[src/rtl/imhq_pkg.sv]
// ----------------------------------------------------------------------------
// imhq_pkg
// Types and codes shared by the indexed min-heap queue.
// ----------------------------------------------------------------------------
`timescale 1ns / 1ps
package imhq_pkg;
  localparam int HANDLE_BITS = 6;
  localparam int NUM_HANDLES = 64;
  localparam int KEY_W = 32;
  localparam int COUNT_W = 7;

  typedef enum logic [1:0] {
    CMD_SET = 2'd0,
    CMD_REMOVE = 2'd1,
    CMD_POP = 2'd2,
    CMD_NONE = 2'd3
  } cmd_t;

  typedef enum logic [1:0] {
    ST_OK = 2'd0,
    ST_FULL = 2'd1,
    ST_ABSENT = 2'd2
  } status_t;

  typedef struct packed {
    logic [1:0] cmd;
    logic [HANDLE_BITS-1:0] handle;
    logic signed [KEY_W-1:0] key;
  } in_item_t;

  typedef struct packed {
    logic [1:0] status;
    logic [HANDLE_BITS-1:0] popped_handle;
    logic [HANDLE_BITS-1:0] min_handle;
    logic signed [KEY_W-1:0] min_key;
    logic [COUNT_W-1:0] count;
    logic empty_res;
  } out_item_t;

  typedef enum logic [4:0] {
    S_IDLE,
    S_DISPATCH,
    S_RD_TAIL,
    S_WR_TAIL,
    S_RD_PARENT,
    S_CMP_UP,
    S_RD_KIDS,
    S_RD_KIDS2,
    S_CMP_DOWN,
    S_SWAP_A,
    S_SWAP_B,
    S_SWAP_B2,
    S_RD_ROOT,
    S_RD_ROOT2,
    S_RESULT
  } state_t;
endpackage

[src/rtl/imhq_front.sv]
// ----------------------------------------------------------------------------
// imhq_front
// Two-entry command queue between the push side and the heap engine.
// ----------------------------------------------------------------------------
`timescale 1ns / 1ps
module imhq_front
  import imhq_pkg::*;
(
  input  logic clk,
  input  logic rst,
  input  logic push,
  output logic full,
  input  in_item_t in_item,
  output logic cmd_valid,
  input  logic cmd_take,
  output in_item_t cmd_item
);
  in_item_t buf_q [2];
  logic rd_ptr, wr_ptr;
  logic [1:0] fill;
  logic do_push, do_take;

  assign full = (fill == 2'd2);
  assign cmd_valid = (fill != 2'd0);
  assign cmd_item = buf_q[rd_ptr];
  assign do_push = push && !full;
  assign do_take = cmd_take && cmd_valid;

  always_ff @(posedge clk) begin
    if (do_push) buf_q[wr_ptr] <= in_item;
    if (rst) begin
      rd_ptr <= 1'b0;
      wr_ptr <= 1'b0;
      fill <= 2'd0;
    end else begin
      if (do_push) wr_ptr <= ~wr_ptr;
      if (do_take) rd_ptr <= ~rd_ptr;
      fill <= fill + 2'(do_push) - 2'(do_take);
    end
  end

  a_fill_range: assert property (@(posedge clk) disable iff (rst) fill <= 2'd2)
    else $error("front fill overflow");
  a_take_nonempty: assert property (@(posedge clk) disable iff (rst)
    (fill == 2'd0) |=> !$past(do_take)) else $error("take from empty");
  a_ptr_fill: assert property (@(posedge clk) disable iff (rst)
    ((fill == 2'd0) || (fill == 2'd2)) |-> (rd_ptr == wr_ptr))
    else $error("pointer mismatch");
endmodule

[config.mk]
export PLATFORM = sky130hd
export DESIGN_NAME = imhq_front
export DESIGN_NICKNAME = d
export VERILOG_FILES = /design/src/rtl/imhq_pkg.sv /design/src/rtl/imhq_front.sv
export SDC_FILE = /design/constraint.sdc
export NUM_CORES = 1
export LEC_CHECK = 0
export BUFFER_PORTS_ARGS = -buffer_cell sky130_fd_sc_hd__buf_2
export CELL_PAD_IN_SITES_DETAIL_PLACEMENT = 1
export CELL_PAD_IN_SITES_GLOBAL_PLACEMENT = 2
export CORE_MARGIN = 1
export CORE_UTILIZATION = 33
export DETAILED_ROUTE_END_ITERATION = 10
export HOLD_SLACK_MARGIN = 0.12
export PLACE_DENSITY = 0.7
export SLEW_MARGIN = 10
export SYNTH_ARGS = -nofsm -noshare
export SYNTH_HDL_FRONTEND = slang
export SYNTH_SLANG_ARGS = --single-unit
[constraint.sdc]
create_clock -name clk -period 2.1 [get_ports clk]
set_input_delay 0.21 -clock clk [delete_from_list [all_inputs] [get_ports clk]]
set_output_delay 0.21 -clock clk [all_outputs]
set_load 0.05 [all_outputs]
==> results.py <==
metrics = {
    "drt": {
        "detailedRoute.firstPassIterationCount": 4,
        "antenna_left": 0,
        "drt_first_iter_violations": 39,
        "wl_um": 6250,
        "drt-vias-per-instance": 4.44,
        "routed_len_inst_um": 15.5,
        "detail_route.drc_violations": 0,
        "route.vias.total": 1790,
    },
    "die": {
        "top_level_ports": 86,
        "dieArea_um2": 9810,
        "die_h_um": 99.0,
        "fp-row-count": 35,
        "core_region_area_um2": 9200,
        "die_x_um": 99.0,
        "initial_util_pct": 33.8,
    },
    "pwr": {
        "share_comb_of_total_power_pct": 36.3,
        "switchingPower_mw": 1.96,
        "power.switching_fraction_pct": 37.8,
        "clock_power_share_pct": 21.4,
        "irDropWorstVdd_uv": 567,
        "power_per_cell_area_nw_per_um2": 1200,
        "power_frac_seq_pct": 42.2,
        "cellInternalPower_mw": 3.21,
        "cellLeakagePower_nw": 1.65,
    },
    "critical_path": {
        "timing.critical_path.fanout_max": 32,
        "crit-reg2reg-capture": "buf_q[0][29]$_DFFE_PP_",
        "worstSetupStartpointType": "register",
        "ff2ff_path_depth": 5,
        "worst_setup_path_end_kind": "primary output",
        "worst_r2r_setup_slack_ns": 0.46,
        "crit_required_ns": 1.89,
        "arrival_ns": 1.67,
        "r2r-start": "fill[0]$_SDFF_PP0_",
        "critical_path_class": "reg -> out",
    },
    "cts": {
        "clk_transition_reported_paths_ns": 0.08,
        "ctsHtreeMaxLevel": 3,
        "cts-buffers-inserted": 9,
        "root_buffer_selected_by_cts": "clkbuf_8",
        "tritoncts": "built",
        "clock-sinks": 85,
        "clk_latency_ns": 0.34,
        "post_cts_setup_repair_buffer_count": 0,
        "cts.path.max_buffers": 2,
    },
    "synthesis": {
        "synth_seq_area_share_pct": 80.5,
        "count_of_flip_flops_with_a_built_in_enable_after_synthesis": 80,
        "syn_inst_count": 150,
        "netlist.area_leader.share_pct": 77.3,
        "synth_area_um2": 3110,
        "yosysWarnings": 0,
        "asyncSetResetFlopFracSynth_pct": 0,
        "cell_type_with_the_largest_total_area_after_synthesis": "edfxtp_1",
        "ys_types": 20,
        "syn_area_per_cell_um2": 20.7,
        "postSynth.topFlopCell": "edfxtp_1",
        "yosys-top-cells-count": "edfxtp_1, mux2_2, mux2_1, dfxtp_1, buf_2",
        "synthesis_stage_register_bit_count": 85,
        "yosysMostFrequentCell": "edfxtp_1",
        "synth.area.top_cells": "edfxtp_1, mux2_2, mux2_1",
        "syn_nets": 196,
    },
    "sta": {
        "hold_violations": 0,
        "slew_at_the_pin_closest_to_its_max_slew_limit_ns": 0.418,
        "totalNegativeSetupSlack_ns": 0,
        "hold_ws_ns": 0.288,
        "worst_clock_skew_ns": 0.00695,
        "relSlewSlack_pct": 72.1,
        "rsz0062_at_grt": "false",
        "timing.fmax_mhz": 532,
        "finalWorstPathRequiredPeriod_ns": 1.88,
        "maxSlewViolCount": 0,
        "timing.final.crit_share_pct": 89.5,
        "final_setup_viols": 0,
    },
    "global_route": {
        "antenna_violations_before_repair": 0,
        "first_pass_grt_wire_length_um": 9670,
        "grt_max_degree": 33,
        "via_count_of_the_first_global_routing_pass": 1923,
        "grt_overflow_total": 0,
        "grt.total_usage_pct": 13.5,
    },
    "hold_path": {
        "hold_depth": 4,
        "min-delay-path-class": "in -> reg",
        "min_delay_worst_endpoint": "wr_ptr$_SDFFE_PP0N_",
        "worstHoldStart": "push",
    },
    "cells_and_area": {
        "diodes": 0,
        "finalNetCount": 333,
        "post_route_cells_drive_above_1_share_pct": 45.2,
        "flow.area_growth_from_synthesis_pct": 38.7,
        "fin_cells": 403,
        "nFillCells": 931,
    },
    "job": {
        "timing.max_cap.violations": 0,
    },
    "place": {
        "place.gp.congestion": 0.633,
        "portBuffers": 85,
        "post-dp-hpwl_um": 3870,
        "place_inst": 346,
    },
    "outcome": {
        "status": "completed",
    },
}
worst max-delay path: stages, from the launching register on:
cell	delay (ns)
dfxtp_2	0.48
buf_12	0.25
mux2_2	0.37
buf_2	0.21
logic make-up (layout without fill, tap and decap cells):
kind of cell	after synthesis	count (layout)	share of synthesized area, %
AOI/OAI and AO/OA	3	3	0.604
buffers and inverters	8	150	1.13
adders and majority gates	2	2	0.805
and+or+nand+nor	9	9	1.61
muxes	40	40	14.5
DFF	85	85	80.5
xor gates and xnor gates	3	3	0.846
worst max-delay path by stage:
| stage | slack (ns) | from | endpoint |
|---|---|---|---|
| finish | 0.22 | register | cmd_item[5] |
| global route | 0.13 | register | cmd_item[4] |
| CTS | 0.18 | register | cmd_item[5] |
| detailed placement | 0.45 | fill[0]$_SDFF_PP0_ | buf_q[0][19]$_DFFE_PP_ |
| global placement | 0.49 | fill[0]$_SDFF_PP0_ | buf_q[0][19]$_DFFE_PP_ |
| floorplan | 0.25 | fill[0]$_SDFF_PP0_ | buf_q[0][0]$_DFFE_PP_ |
area by class of cell:
class                      instances  area (um2)  area share (%)
sequential                        85        2500            58.1
timing repair buffer             130         891            20.7
multi-input combinational         57         571            13.2
inverter                           4        18.8           0.435
clock inverter                     6        61.3            1.42
tap                              111         139            3.22
clock buffer                      10         128            2.96
metrics by stage:
stage               util [%]  power, mW  instance area, um2  setup WS (ns)
floorplan                  -       3.61                3110          0.248
global placement        40.4       4.04                3710          0.485
detailed placement      40.4       4.06                3710          0.454
CTS                     46.9       5.24                4310          0.176
global route            46.9       5.39                4310          0.127
finish                  46.9       5.17                4310          0.221
layer usage:
layer | share of wire (%) | vias up | GRT usage [%]
li1 | - | 850 | -
met1 | 42 | 879 | 15.8
met2 | 52 | 52 | 23.7
met3 | 4.3 | 9 | 3.62
met4 | 1.4 | 0 | 5.17
met5 | 0 | - | 0
cells in the final DEF, fill, tap and decap left out, types with 2 or more instances in the layout:
cell type,count
nor2_1,3
clkinv_2,2
buf_4,2
buf_2,85
inv_1,2
mux2_1,18
mux2_2,22
ha_1,2
dfxtp_1,4
xnor2_1,2
buf_12,2
dlygate4sd3_1,41
edfxtp_1,80
clkbuf_8,9
power groups by stage:
| stage | clock network [mW] | registers (mW) | logic [mW] |
|---|---|---|---|
| 2_1_floorplan | 0 | 2.18 | 1.42 |
| 6_report | 1.11 | 2.18 | 1.88 |
| 4_1_cts | 1.15 | 2.19 | 1.90 |
| 3_5_place_dp | 0 | 2.23 | 1.84 |
| 5_1_grt | 1.21 | 2.21 | 1.97 |
| 3_3_place_gp | 0 | 2.21 | 1.83 |
repair_timing:
item | in CTS | in global routing
hold buffers | 41 | 0
endpoints found under the hold margin | 85 | 0
resized for setup | 0 | 0
sequential cells by signal, indices dropped and copies added, names as in the netlist, named ones only:
name    cells
fill        2
buf_q      80
rd_ptr      1
wr_ptr      1
No activity file was read; power rests on OpenSTA's default activity.
